$ cat config.mk
export PLATFORM = sky130hd
export DESIGN_NAME = coap_option_stream_parser
export DESIGN_NICKNAME = d
export VERILOG_FILES = /design/src/rtl/core/cosp_pkg.sv /design/src/rtl/core/coap_option_stream_parser.sv
export VERILOG_INCLUDE_DIRS = /design/src /design/src/rtl/core
export SDC_FILE = /design/constraint.sdc
export NUM_CORES = 1
export LEC_CHECK = 0
export ABC_AREA = 1
export BUFFER_PORTS_ARGS = -buffer_cell sky130_fd_sc_hd__buf_2
export CORE_ASPECT_RATIO = 0.5
export CORE_MARGIN = 1
export CORE_UTILIZATION = 55
export CTS_CLUSTER_SIZE = 10
export DETAILED_ROUTE_END_ITERATION = 8
export PLACE_DENSITY = 0.75
export SLEW_MARGIN = 40
export SYNTH_ARGS = -nofsm -noshare
export SYNTH_HDL_FRONTEND = slang
export SYNTH_SLANG_ARGS = --single-unit
export TNS_END_PERCENT = 30
$ cat constraint.sdc
create_clock -name clock -period 8.7 [get_ports clock]
set_input_delay 1.74 -clock clock [delete_from_list [all_inputs] [get_ports clock]]
set_output_delay 1.74 -clock clock [all_outputs]
set_load 0.005 [all_outputs]
$ cat src/rtl/core/assert_macros.svh
// assertion macros shared by the rtl, sampled on clock and disabled in reset
`ifndef ASSERT_MACROS_SVH
`define ASSERT_MACROS_SVH

// implication checked at every rising edge of clock
`define ASSERT_IMPLY(label, cond, prop, msg) \
   label: assert property (@(posedge clock) disable iff (reset) (cond) |-> (prop)) \
      else $error(msg);

// property checked in the cycle after the condition
`define ASSERT_NEXT(label, cond, prop, msg) \
   label: assert property (@(posedge clock) disable iff (reset) (cond) |=> (prop)) \
      else $error(msg);

`endif

$ cat src/rtl/core/cosp_pkg.sv
// constants and codes for the coap option stream parser
package cosp_pkg;

   // message format
   localparam int unsigned MAX_TOKEN        = 8;
   localparam int unsigned HEADER_BYTES     = 4;
   localparam logic [15:0] MAX_LENGTH_RESET = 16'd1152;

   // nibble codes for extended delta and length
   localparam logic [3:0] NIB_EXT8     = 4'd13;
   localparam logic [3:0] NIB_EXT16    = 4'd14;
   localparam logic [3:0] NIB_RESERVED = 4'd15;
   localparam logic [7:0] EXT8_BIAS    = 8'd13;
   localparam logic [15:0] EXT16_BIAS  = 16'd269;
   localparam logic [7:0] MARKER_BYTE  = 8'hFF;
   localparam logic [1:0] HDR_VERSION  = 2'b01;

   // parse phases
   localparam logic [2:0] PH_HEADER   = 3'd0;
   localparam logic [2:0] PH_TOKEN    = 3'd1;
   localparam logic [2:0] PH_OPTHEAD  = 3'd2;
   localparam logic [2:0] PH_EXTDELTA = 3'd3;
   localparam logic [2:0] PH_EXTLEN   = 3'd4;
   localparam logic [2:0] PH_VALUE    = 3'd5;
   localparam logic [2:0] PH_PAYLOAD  = 3'd6;

   // byte kinds
   localparam logic [3:0] KIND_HEADER   = 4'd0;
   localparam logic [3:0] KIND_TOKEN    = 4'd1;
   localparam logic [3:0] KIND_OPTHEAD  = 4'd2;
   localparam logic [3:0] KIND_EXTDELTA = 4'd3;
   localparam logic [3:0] KIND_EXTLEN   = 4'd4;
   localparam logic [3:0] KIND_VALUE    = 4'd5;
   localparam logic [3:0] KIND_MARKER   = 4'd6;
   localparam logic [3:0] KIND_PAYLOAD  = 4'd7;
   localparam logic [3:0] KIND_IGNORED  = 4'd8;

   // error codes
   localparam logic [2:0] ERR_NONE      = 3'd0;
   localparam logic [2:0] ERR_SHORT     = 3'd1;
   localparam logic [2:0] ERR_VERSION   = 3'd2;
   localparam logic [2:0] ERR_TOKEN     = 3'd3;
   localparam logic [2:0] ERR_TOO_LARGE = 3'd4;
   localparam logic [2:0] ERR_MALFORMED = 3'd5;

   // register map
   localparam logic REG_MAX_LENGTH = 1'b0;

endpackage

$ cat src/rtl/core/coap_option_stream_parser.sv
// CoAP option stream parser: one result per message byte, at one byte per cycle unless stalled
//
// Each request carries one message byte and a last flag; each produces exactly one
// response the next cycle, tagging the byte (header, token, option head, extended
// delta or length, value, marker, payload, ignored) with the running option number,
// the decoded option length, an option-done flag, the first error of the message
// and the end flag. A request is taken every cycle while the response side is not
// stalled; the figure is set by the update of the parse state from each byte, which
// the next byte needs. The response register holds a stalled result while the next
// request waits on the input. max_length (byte address 0) caps the message length.
module coap_option_stream_parser
   import cosp_pkg::*;
(
   input  logic        clock,
   input  logic        reset,
   // request channel
   input  logic        req_valid,
   output logic        req_stall,
   input  logic [7:0]  req_data_byte,
   input  logic        req_last,
   // response channel
   output logic        rsp_valid,
   input  logic        rsp_stall,
   output logic [3:0]  rsp_kind,
   output logic [15:0] rsp_option_number,
   output logic [16:0] rsp_option_length,
   output logic        rsp_option_done,
   output logic [2:0]  rsp_error,
   output logic        rsp_message_end,
   // configuration
   input  logic        psel,
   input  logic        penable,
   input  logic        pwrite,
   input  logic [2:0]  paddr,
   input  logic [31:0] pwdata,
   output logic [31:0] prdata,
   output logic        pready
);

`include "assert_macros.svh"

   logic        req_fire;
   logic        cfg_write;

   logic [15:0] max_length_ff;

   // parse state
   logic [2:0]  phase_ff,         phase_in;
   logic [15:0] byte_count_ff,    byte_count_in;
   logic [3:0]  token_left_ff,    token_left_in;
   logic [15:0] number_acc_ff,    number_acc_in;
   logic [3:0]  delta_code_ff,    delta_code_in;
   logic [3:0]  length_code_ff,   length_code_in;
   logic [7:0]  ext_byte_high_ff, ext_byte_high_in;
   logic [1:0]  ext_left_ff,      ext_left_in;
   logic [16:0] value_left_ff,    value_left_in;
   logic [2:0]  error_flag_ff,    error_flag_in;
   logic [16:0] opt_len_ff,       opt_len_in;

   // response register
   logic        rsp_valid_ff,     rsp_valid_in;
   logic [3:0]  rsp_kind_ff,      rsp_kind_in;
   logic [15:0] rsp_number_ff;
   logic [16:0] rsp_length_ff,    rsp_length_in;
   logic        rsp_done_ff,      rsp_done_in;
   logic [2:0]  rsp_error_ff,     rsp_error_in;
   logic        rsp_end_ff;

   // handshakes
   assign req_stall = rsp_valid_ff & rsp_stall;
   assign req_fire  = req_valid & ~req_stall;
   assign rsp_valid_in = req_fire | (rsp_valid_ff & rsp_stall);

   // configuration port
   assign pready    = 1'b1;
   assign cfg_write = psel & penable & pwrite;
   assign prdata    = (paddr[2] == REG_MAX_LENGTH) ? {16'd0, max_length_ff} : 32'd0;

   always_ff @(posedge clock) begin
      if (reset) begin
         max_length_ff <= MAX_LENGTH_RESET;
      end else if (cfg_write && paddr[2] == REG_MAX_LENGTH) begin
         max_length_ff <= pwdata[15:0];
      end
   end

   // per-byte parse step
   always_comb begin
      logic [16:0] pos;
      logic [3:0]  tok_sel;
      logic [3:0]  tok_dec;
      logic [16:0] val_dec;
      logic [15:0] ext_delta;
      logic [16:0] ext_len;
      logic        run_after_delta;
      logic [3:0]  ad_length_code;
      logic [3:0]  kind;
      logic        done;
      logic [2:0]  err;

      phase_in         = phase_ff;
      byte_count_in    = byte_count_ff;
      token_left_in    = token_left_ff;
      number_acc_in    = number_acc_ff;
      delta_code_in    = delta_code_ff;
      length_code_in   = length_code_ff;
      ext_byte_high_in = ext_byte_high_ff;
      ext_left_in      = ext_left_ff;
      value_left_in    = value_left_ff;
      opt_len_in       = opt_len_ff;

      pos             = {1'b0, byte_count_ff} + 17'd1;
      tok_sel         = (pos == 17'd1) ? req_data_byte[3:0] : token_left_ff;
      tok_dec         = token_left_ff - 4'd1;
      val_dec         = value_left_ff - 17'd1;
      ext_delta       = (delta_code_ff == NIB_EXT8)
                        ? ({8'd0, req_data_byte} + {8'd0, EXT8_BIAS})
                        : ({ext_byte_high_ff, req_data_byte} + EXT16_BIAS);
      ext_len         = (length_code_ff == NIB_EXT8)
                        ? ({9'd0, req_data_byte} + {9'd0, EXT8_BIAS})
                        : ({1'b0, ext_byte_high_ff, req_data_byte} + {1'b0, EXT16_BIAS});
      run_after_delta = 1'b0;
      ad_length_code  = length_code_ff;
      kind            = KIND_IGNORED;
      done            = 1'b0;
      err             = ERR_NONE;

      priority if (error_flag_ff != ERR_NONE) begin
         err = error_flag_ff;
      end else if (req_last && pos <= 17'(HEADER_BYTES)) begin
         err = ERR_SHORT;
      end else if (pos > {1'b0, max_length_ff}) begin
         err = ERR_TOO_LARGE;
      end else begin
         byte_count_in = pos[15:0];
         unique case (phase_ff)
            PH_HEADER: begin
               priority if (pos == 17'd1 && req_data_byte[7:6] != HDR_VERSION) begin
                  err = ERR_VERSION;
               end else if (pos == 17'd1 && req_data_byte[3:0] > 4'(MAX_TOKEN)) begin
                  err = ERR_TOKEN;
               end else begin
                  token_left_in = tok_sel;
                  kind = KIND_HEADER;
                  if (pos >= 17'(HEADER_BYTES)) begin
                     phase_in = (tok_sel != 4'd0) ? PH_TOKEN : PH_OPTHEAD;
                  end
               end
            end
            PH_TOKEN: begin
               kind = KIND_TOKEN;
               token_left_in = tok_dec;
               if (tok_dec == 4'd0) begin
                  phase_in = PH_OPTHEAD;
               end
            end
            PH_OPTHEAD: begin
               if (req_data_byte == MARKER_BYTE) begin
                  kind = KIND_MARKER;
                  phase_in = PH_PAYLOAD;
               end else begin
                  delta_code_in  = req_data_byte[7:4];
                  length_code_in = req_data_byte[3:0];
                  if (req_data_byte[7:4] == NIB_RESERVED ||
                      req_data_byte[3:0] == NIB_RESERVED) begin
                     err = ERR_MALFORMED;
                  end else begin
                     kind = KIND_OPTHEAD;
                     opt_len_in = (req_data_byte[3:0] < NIB_EXT8)
                                  ? {13'd0, req_data_byte[3:0]} : 17'd0;
                     if (req_data_byte[7:4] >= NIB_EXT8) begin
                        phase_in    = PH_EXTDELTA;
                        ext_left_in = (req_data_byte[7:4] == NIB_EXT8) ? 2'd1 : 2'd2;
                     end else begin
                        number_acc_in   = number_acc_ff + {12'd0, req_data_byte[7:4]};
                        run_after_delta = 1'b1;
                        ad_length_code  = req_data_byte[3:0];
                     end
                  end
               end
            end
            PH_EXTDELTA: begin
               kind = KIND_EXTDELTA;
               if (ext_left_ff == 2'd2) begin
                  ext_byte_high_in = req_data_byte;
                  ext_left_in      = 2'd1;
               end else begin
                  number_acc_in   = number_acc_ff + ext_delta;
                  ext_left_in     = 2'd0;
                  run_after_delta = 1'b1;
               end
            end
            PH_EXTLEN: begin
               kind = KIND_EXTLEN;
               if (ext_left_ff == 2'd2) begin
                  ext_byte_high_in = req_data_byte;
                  ext_left_in      = 2'd1;
               end else begin
                  opt_len_in    = ext_len;
                  ext_left_in   = 2'd0;
                  phase_in      = PH_VALUE;
                  value_left_in = ext_len;
               end
            end
            PH_VALUE: begin
               kind = KIND_VALUE;
               value_left_in = val_dec;
               if (val_dec == 17'd0) begin
                  phase_in = PH_OPTHEAD;
                  done     = 1'b1;
               end
            end
            default: begin
               kind = KIND_PAYLOAD;
            end
         endcase

         // move on once the option delta is known
         if (run_after_delta) begin
            priority if (ad_length_code >= NIB_EXT8) begin
               phase_in    = PH_EXTLEN;
               ext_left_in = (ad_length_code == NIB_EXT8) ? 2'd1 : 2'd2;
            end else if (ad_length_code != 4'd0) begin
               phase_in      = PH_VALUE;
               value_left_in = {13'd0, ad_length_code};
            end else begin
               phase_in = PH_OPTHEAD;
               done     = 1'b1;
            end
         end

         // message cut off inside a token, extended field or value
         if (err == ERR_NONE && req_last &&
             (phase_in == PH_TOKEN || phase_in == PH_EXTDELTA ||
              phase_in == PH_EXTLEN || phase_in == PH_VALUE)) begin
            err = ERR_MALFORMED;
         end
      end

      error_flag_in = (err != ERR_NONE) ? err : error_flag_ff;

      // response fields
      rsp_error_in  = err;
      rsp_length_in = 17'd0;
      if (err != ERR_NONE) begin
         rsp_kind_in = KIND_IGNORED;
         rsp_done_in = 1'b0;
      end else begin
         rsp_kind_in = kind;
         rsp_done_in = done;
         if (kind >= KIND_OPTHEAD && kind <= KIND_VALUE) begin
            rsp_length_in = opt_len_in;
         end
      end
   end

   // parse state registers, cleared after the last byte of a message
   always_ff @(posedge clock) begin
      if (reset || (req_fire && req_last)) begin
         phase_ff         <= PH_HEADER;
         byte_count_ff    <= 16'd0;
         token_left_ff    <= 4'd0;
         number_acc_ff    <= 16'd0;
         delta_code_ff    <= 4'd0;
         length_code_ff   <= 4'd0;
         ext_byte_high_ff <= 8'd0;
         ext_left_ff      <= 2'd0;
         value_left_ff    <= 17'd0;
         error_flag_ff    <= ERR_NONE;
         opt_len_ff       <= 17'd0;
      end else if (req_fire) begin
         phase_ff         <= phase_in;
         byte_count_ff    <= byte_count_in;
         token_left_ff    <= token_left_in;
         number_acc_ff    <= number_acc_in;
         delta_code_ff    <= delta_code_in;
         length_code_ff   <= length_code_in;
         ext_byte_high_ff <= ext_byte_high_in;
         ext_left_ff      <= ext_left_in;
         value_left_ff    <= value_left_in;
         error_flag_ff    <= error_flag_in;
         opt_len_ff       <= opt_len_in;
      end
   end

   // response valid
   always_ff @(posedge clock) begin
      if (reset) begin
         rsp_valid_ff <= 1'b0;
      end else begin
         rsp_valid_ff <= rsp_valid_in;
      end
   end

   // response payload
   always_ff @(posedge clock) begin
      if (req_fire) begin
         rsp_kind_ff   <= rsp_kind_in;
         rsp_number_ff <= number_acc_in;
         rsp_length_ff <= rsp_length_in;
         rsp_done_ff   <= rsp_done_in;
         rsp_error_ff  <= rsp_error_in;
         rsp_end_ff    <= req_last;
      end
   end

   assign rsp_valid         = rsp_valid_ff;
   assign rsp_kind          = rsp_kind_ff;
   assign rsp_option_number = rsp_number_ff;
   assign rsp_option_length = rsp_length_ff;
   assign rsp_option_done   = rsp_done_ff;
   assign rsp_error         = rsp_error_ff;
   assign rsp_message_end   = rsp_end_ff;

   // checks
   `ASSERT_NEXT(a_clear_after_last, req_fire && req_last,
      byte_count_ff == 16'd0 && phase_ff == PH_HEADER && error_flag_ff == ERR_NONE,
      "parse state not cleared after last byte")
   `ASSERT_NEXT(a_error_sticky, req_fire && !req_last && error_flag_ff != ERR_NONE,
      error_flag_ff == $past(error_flag_ff) && rsp_error_ff == error_flag_ff,
      "flagged error changed inside a message")
   `ASSERT_IMPLY(a_error_ignored, rsp_valid_ff && rsp_error_ff != ERR_NONE,
      rsp_kind_ff == KIND_IGNORED && !rsp_done_ff && rsp_length_ff == 17'd0,
      "errored byte not reported as ignored")
   `ASSERT_IMPLY(a_done_kind, rsp_valid_ff && rsp_done_ff,
      rsp_kind_ff == KIND_OPTHEAD || rsp_kind_ff == KIND_EXTDELTA ||
      rsp_kind_ff == KIND_EXTLEN || rsp_kind_ff == KIND_VALUE,
      "option done on a byte outside an option")

endmodule
### Word-level counts from Yosys, hierarchy flattened

Index checks and enable logic that the tools add are counted.
W data, S select, Z words.

* add/sub/neg operators: 9
* magnitude comparators: 9
* eq/ne operators: 21
* muxes and demuxes: 94
* bitwise logic cells: 12
* reductions and logical operators: 30

Operators by type and width (number)
* $mux W17: 11
* $mux W16: 9
* $mux W3: 24
* $mux W4: 18
* $pmux W17 S2: 2
* $pmux W16 S2: 1
* $eq A4 B4 Y1 const B: 6
* $pmux W4 S6: 1
* $mux W2: 10
* $add A8 B4 Y9 const B: 2
* $add A16 B1 Y17 const B: 1
* $add A16 B9 Y17 const B: 1
* $eq A17 B1 Y1 const B: 1
* $ge A17 B3 Y1 const B: 1
* $gt A17 B16 Y1: 1
* $le A17 B3 Y1 const B: 1
* $logic_not A17 Y1: 1
* $sub A17 B1 Y17 const B: 1
* $add A16 B16 Y16: 1
* $add A16 B4 Y16: 1
* $add A16 B9 Y16 const B: 1
* $pmux W3 S5: 1
* $mux W1: 13
* $eq A3 B3 Y1 const B: 4
* 32 further kinds: 62

* register bits after elaboration: 153
* input bits: 51

### Longest topological paths before layout

* depth after elaboration: 26
* depth in mapped cells: 27
* depth with buffers taken out: 27

### Worst setup path before layout

OpenSTA, ideal clock, no wires.

* path kind: input port to flip-flop
* from: in rsp_stall
* to: reg number_acc_ff[15]
* library setup time: 0.115 ns
* arrival time: 5.332 ns
* slack: 3.253 ns
* cell stages on the path: 11
* path buffers: 3
* path through: nand2_1 -> inv_1 -> nor2_1 -> inv_1 -> clkbuf_1 -> o21ai_0 -> clkbuf_1 -> clkbuf_1 -> a21oi_1 -> o21ai_0 -> inv_1

* cells in the longest elaborated chain, start to end: 5

Ends and longest elaborated chain
* start, declared: RTL line coap_option_stream_parser.sv:23 `input logic rsp_stall,`
* $and A1 B1 Y1 *: RTL line coap_option_stream_parser.sv:70 `assign req_stall = rsp_valid_ff & rsp_stall;`
* net req_stall: RTL line coap_option_stream_parser.sv:18 `output logic req_stall,`
* $not A1 Y1 *: RTL line coap_option_stream_parser.sv:71 `assign req_fire = req_valid & ~req_stall;`
* $and A1 B1 Y1 *: RTL line coap_option_stream_parser.sv:71
* net req_fire: RTL line coap_option_stream_parser.sv:42 `logic req_fire;`
* $logic_and A1 B1 Y1: RTL line coap_option_stream_parser.sv:259 `if (reset || (req_fire && req_last)) begin`
* $logic_or A1 B1 Y1: RTL line coap_option_stream_parser.sv:259
* end signal, assigned: RTL line coap_option_stream_parser.sv:275 `number_acc_ff <= number_acc_in;`
* end, declared: RTL line coap_option_stream_parser.sv:51 `logic [15:0] number_acc_ff, number_acc_in;`

Mark *: on every way through the listed nets, which the timed path passes. The rest lies on a longest branch.
A chain may end at the register's enable or synchronous reset.

### Final worst setup path

* from: in req_data_byte[0]
* to: reg rsp_length_ff[5], in the netlist rsp_option_length[5], data pin

* cells in the longest elaborated chain, start to end: 26

Ends and longest elaborated chain
* start, declared: RTL line coap_option_stream_parser.sv:19 `input logic [7:0] req_data_byte,`
* parallel branches: the longest is 26 deep, another holds $ge A4 B4 Y1
* end signal, assigned: RTL line coap_option_stream_parser.sv:300 `rsp_length_ff <= rsp_length_in;`
* end, declared: RTL line coap_option_stream_parser.sv:64 `logic [16:0] rsp_length_ff, rsp_length_in;`

Parallel ways; which one is timed is not known. The select of a mux whose other input is x is not followed.

==> results.md <==
Pwr:
- The internal power of the cells is around 1.6 mW.
- The sequential cell fraction of total power is 31.2%.
- Net switching is 45.0% of the power.
- In this run the static leakage power is 5.37 nW.
- The share of total power dissipated in combinational logic is approximately 44%.
- The completed layout was analyzed and its total power is just under 3 mW.
- Dividing total power by cell area gives a power density of approximately 250 nW/µm².
- The analysis attributes to net switching a power of 1.31 mW.
- IR analysis of the VDD net gives a maximum drop of about 150 µV.
- The clock share of power is ~25%.

Layout:
- The total of fill cells in the finished design is between 1,500 and 2,000.
- In the layout the commonest cells are inv_1, nand2_1, o21ai_0.
- The repair_antennas step left the layout with diodes totalling 0.
- Leaving out fill and tap cells, the most frequent cell in the layout is inv_1.
- After routing the design area is ~12,000 µm².
- The share of cells above drive strength 1 is ~13%.
- In the final design database the tool counted about 1,700 nets.
- The layout overhead on the synthesized area is 10.6%.

Worst setup path:
- The stage delay of the slowest cell on the critical path is around 0.38 ns.
- The worst setup path is launched from an input port.
- The most numerous cell type found on the critical path is nand2_1.
- The highest-delay cell along the critical path is o21ai_0.
- The worst setup path startpoint is req_data_byte[0].
- The critical path is of the in2reg type.
- Among cell families on the critical path, the largest total delay comes from simple AND/OR/NAND/NOR gates.
- Walking the worst path, the cells encountered are buf_2 -> ha_1 -> nand2_1 -> nor2_1 -> ha_1 -> nor2_1 -> nand2_1 -> inv_1 -> nand2_1 -> o21ai_0 -> inv_1 -> nor4_2 -> a21oi_1 -> inv_1 -> nand2_1 -> nand2_2 -> nand2_1 -> nand2_1 -> nand2_2 -> a21oi_4 -> nand3_4 -> nor2_1.
- In this run the critical register-to-register path is launched from byte_count_ff[0].
- The number of buffers and inverters on the critical path is 4.
- The worst setup path is captured at a flop.
- For the worst setup path, the data required time is between 8 and 9 ns.
- Data on the critical path arrives at its endpoint at between 5 and 6 ns.
- The maximum fanout count along the critical path is 17.

Global routing:
- The initial antenna violation count was 0.
- The wire length of the first global-routing pass is 49.3 mm.
- The met3 global-route usage is under 10%.
- The global routing stage identified its most utilized layer as met2.
- The met1 track demand over resource is between 40 and 50%.
- Summed over all layers, the global routing overflow is 0.
- The maximum number of pins on one net before global-route repair is 65.
- For met2 alone, demand over resource in global routing was approximately 51%.
- The number of global-route vias before repair is just under 10,000.
- Global routing consumed, over all layers together, 31.1% of the routing resources.

STA:
- The final hold violation count is 0.
- The final setup slack of the worst path is approximately 3.3 ns.
- The clock period could shrink to ~5.4 ns.
- In this run the tightest slew margin relative to its limit is a little over two fifths.
- The final worst-path cycle share is between 60% and 70%.
- The maximum clock skew at final layout is 0.0137 ns.
- Adding up every negative setup slack in the final design gives 0 ns.
- The count of pins over their slew limit is 0.
- The final-report setup violation count is 0.
- The highest clock frequency the design can meet is around 180 MHz.
- At the pin with the least slew margin, the transition time is around 0.84 ns.
- The worst hold margin is 0.472 ns.
- Setup repair after global routing left no endpoint under its margin.

Clock tree:
- The number of buffers inserted during clock tree synthesis is 17.
- In this run, post-CTS repair resized a total of 0 instances.
- The clock latency on the worst-skew pair is about 0.44 ns.
- In this run the number of H-tree levels came out at 4.
- The clock tree from TritonCTS is yes.
- After clock tree synthesis, the flow added hold-fix buffers numbering 0.
- The CTS clock-pin slew for the worst setup and hold paths is ~0.070 ns.
- The sink count of the clock tree is ~150.
- CTS placed an instance of clkbuf_16 at the clock tree root.
- The worst-case clock buffer depth is 2.
- The buffers inserted during post-CTS setup optimization is 0.

Synthesis:
- Summing every instance area after synthesis gives approximately 11,000 µm².
- For this run, the leading register cell type out of synthesis is dfxtp_1.
- Counting every instance in the synthesized netlist gives 1,565.
- The average size of a mapped cell is roughly 6.9 µm².
- The count of warnings emitted by yosys is 0.
- Of all flip-flops after synthesis, the portion carrying an async set or reset was 0%.
- The number of synthesized register bits is about 150.
- After synthesis, the netlist uses between 50 and 60 different library cells.
- By area the synthesized netlist is led by dfxtp_1, edfxtp_1, inv_1.
- The share of synthesized area occupied by flip-flops and latches is about a third.
- The library cell with the largest summed area after synthesis is dfxtp_1.
- In this run the biggest area consumer among cell types represents between 20% and 30% of the synthesized area.
- In this run, synthesis inferred 42 flip-flops with an integrated enable.

Route:
- The residual DRC count is 0.
- The routed via count divided by cell count is about 5.6.
- After the first detailed-routing iteration, the DRC count stood at between 800 and 900.
- For this run, the detailed router's first-pass iteration total came to 7.
- The overall routed net length is 30.4 mm.
- After detailed routing, the average wire length per cell comes to between 15 and 20 µm.
- The via count is approximately 11,000.
- The detail route stage leaves a number of antenna-violating nets equal to 0.

Hold path:
- The hold path startpoint is delta_code_ff[3].
- The worst hold-check path type is reg2reg.

Die:
- The full die area is between 20,000 and 25,000 µm².
- The starting utilization of the core area is approximately 57%.
- In this run the count of I/O pins placed on the die edge is ~130.
- The horizontal extent of the die is 200 µm.
- The count of standard-cell rows is 35.
- The area of the core is around 19,000 µm².
- The die is between 100 and 150 µm tall.

Place:
- The count of port buffers added during placement is between 90 and 100.
- The routability congestion estimate is between 0.9 and 1.
- Summing all placed instances gives a cell area of between 10,000 and 15,000 µm².
- Summed over all nets, the half-perimeter wirelength after detailed placement is about 21 mm.
- At the placement stage, the worst setup path has a slack of 2.91 ns.

Flow run:
- Across the run, the number of max-cap violations was 0.

Run status:
- The run finished with clean final reports.
-- synth_stat cells (3+ instances only) --
master	count
edfxtp_1	42
ha_1	46
o221ai_1	9
xor2_1	21
nand4_1	24
o211ai_1	16
dfxtp_1	111
nand3_2	6
clkbuf_1	44
o31ai_1	3
nor2_4	18
nand2_1	235
nor2_1	150
o21a_1	4
buf_4	17
a21oi_1	161
a221oi_1	4
nor2_2	9
o22ai_1	31
a22oi_1	7
o21ai_1	22
nor3_1	23
inv_1	243
nand3_1	47
nand2_2	12
nor4_1	3
or2_2	6
inv_2	8
o21ai_0	174
a31oi_1	10
a211oi_1	13
buf_2	8
xnor2_1	3
-- worst register-to-register path: cells and delay by family, from the launching register on --
| family | cells | cell delay, ns |
|---|---|---|
| flip-flops | 1 | 0.44 |
| AND/OR/NAND/NOR | 9 | 2.18 |
| adder cells (fa/ha/maj) | 2 | 0.56 |
| AO/OA/AOI/OAI | 6 | 0.90 |
| buffers and inverters | 4 | 0.88 |
-- area by class of cell --
cell class / count / area (µm²) / area share, %
multi-input cells: 1102 / 6050 / 50.8
clock buffers: 19 / 453 / 3.80
inverters: 253 / 951 / 7.98
well taps: 259 / 324 / 2.72
flip-flops and latches: 153 / 3480 / 29.2
clock inverters: 13 / 108 / 0.903
repair buffers: 103 / 543 / 4.56
-- power by group through the flow --
stage / logic [mW] / clock network (mW) / registers (mW)
6_report: 1.29 / 0.725 / 0.911
2_1_floorplan: 0.967 / 0 / 0.911
4_1_cts: 1.27 / 0.731 / 0.909
3_3_place_gp: 1.23 / 0 / 0.922
3_5_place_dp: 1.26 / 0 / 0.923
5_1_grt: 1.43 / 0.760 / 0.923
-- cell families (layout without fill, tap and decap cells) --
group	Yosys count	in the layout	share of synthesized area (%)
xor gates and xnor gates	24	24	1.95
and+or+nand+nor	547	547	23.5
DFF	153	153	32.3
adders and majority gates	48	48	5.71
buffers and inverters	325	388	12.3
AOI/OAI and AO/OA	466	466	24.1
other	2	17	0.0697
-- layer usage --
layer	wire (µm)	vias up
li1	-	5349
met1	13800	4902
met2	13600	420
met3	2200	58
met4	705	0
met5	0	-
-- worst paths after layout --
kind | to | slack (ns) | cells past startpoint
setup reg to reg | delta_code_ff[3] | 3.62 | 21
hold / removal | delta_code_ff[3] | 0.47 | 2
hold reg to reg | delta_code_ff[3] | 0.47 | 2
setup / recovery | rsp_option_length[5] | 3.27 | 22
-- flip-flops by register name, indices dropped and copies added, names as in the netlist --
register / flops
opt_len_ff: 17
rsp_option_length: 17
value_left_ff: 17
byte_count_ff: 16
max_length_ff: 16
number_acc_ff: 16
rsp_option_number: 16
ext_byte_high_ff: 8
delta_code_ff: 4
length_code_ff: 4
rsp_kind: 4
token_left_ff: 4
error_flag_ff: 3
phase_ff: 3
rsp_error: 3
ext_left_ff: 2
rsp_message_end: 1
rsp_option_done: 1
rsp_valid: 1
-- through the flow --
stage | std cells | utilization [%]
floorplan | 1580 | -
global route | 1902 | 63.4
finish | 1902 | 63.4
global placement | 1870 | 60.4
detailed placement | 1870 | 60.4
CTS | 1902 | 63.4
Power figures use the tool's default switching activity.
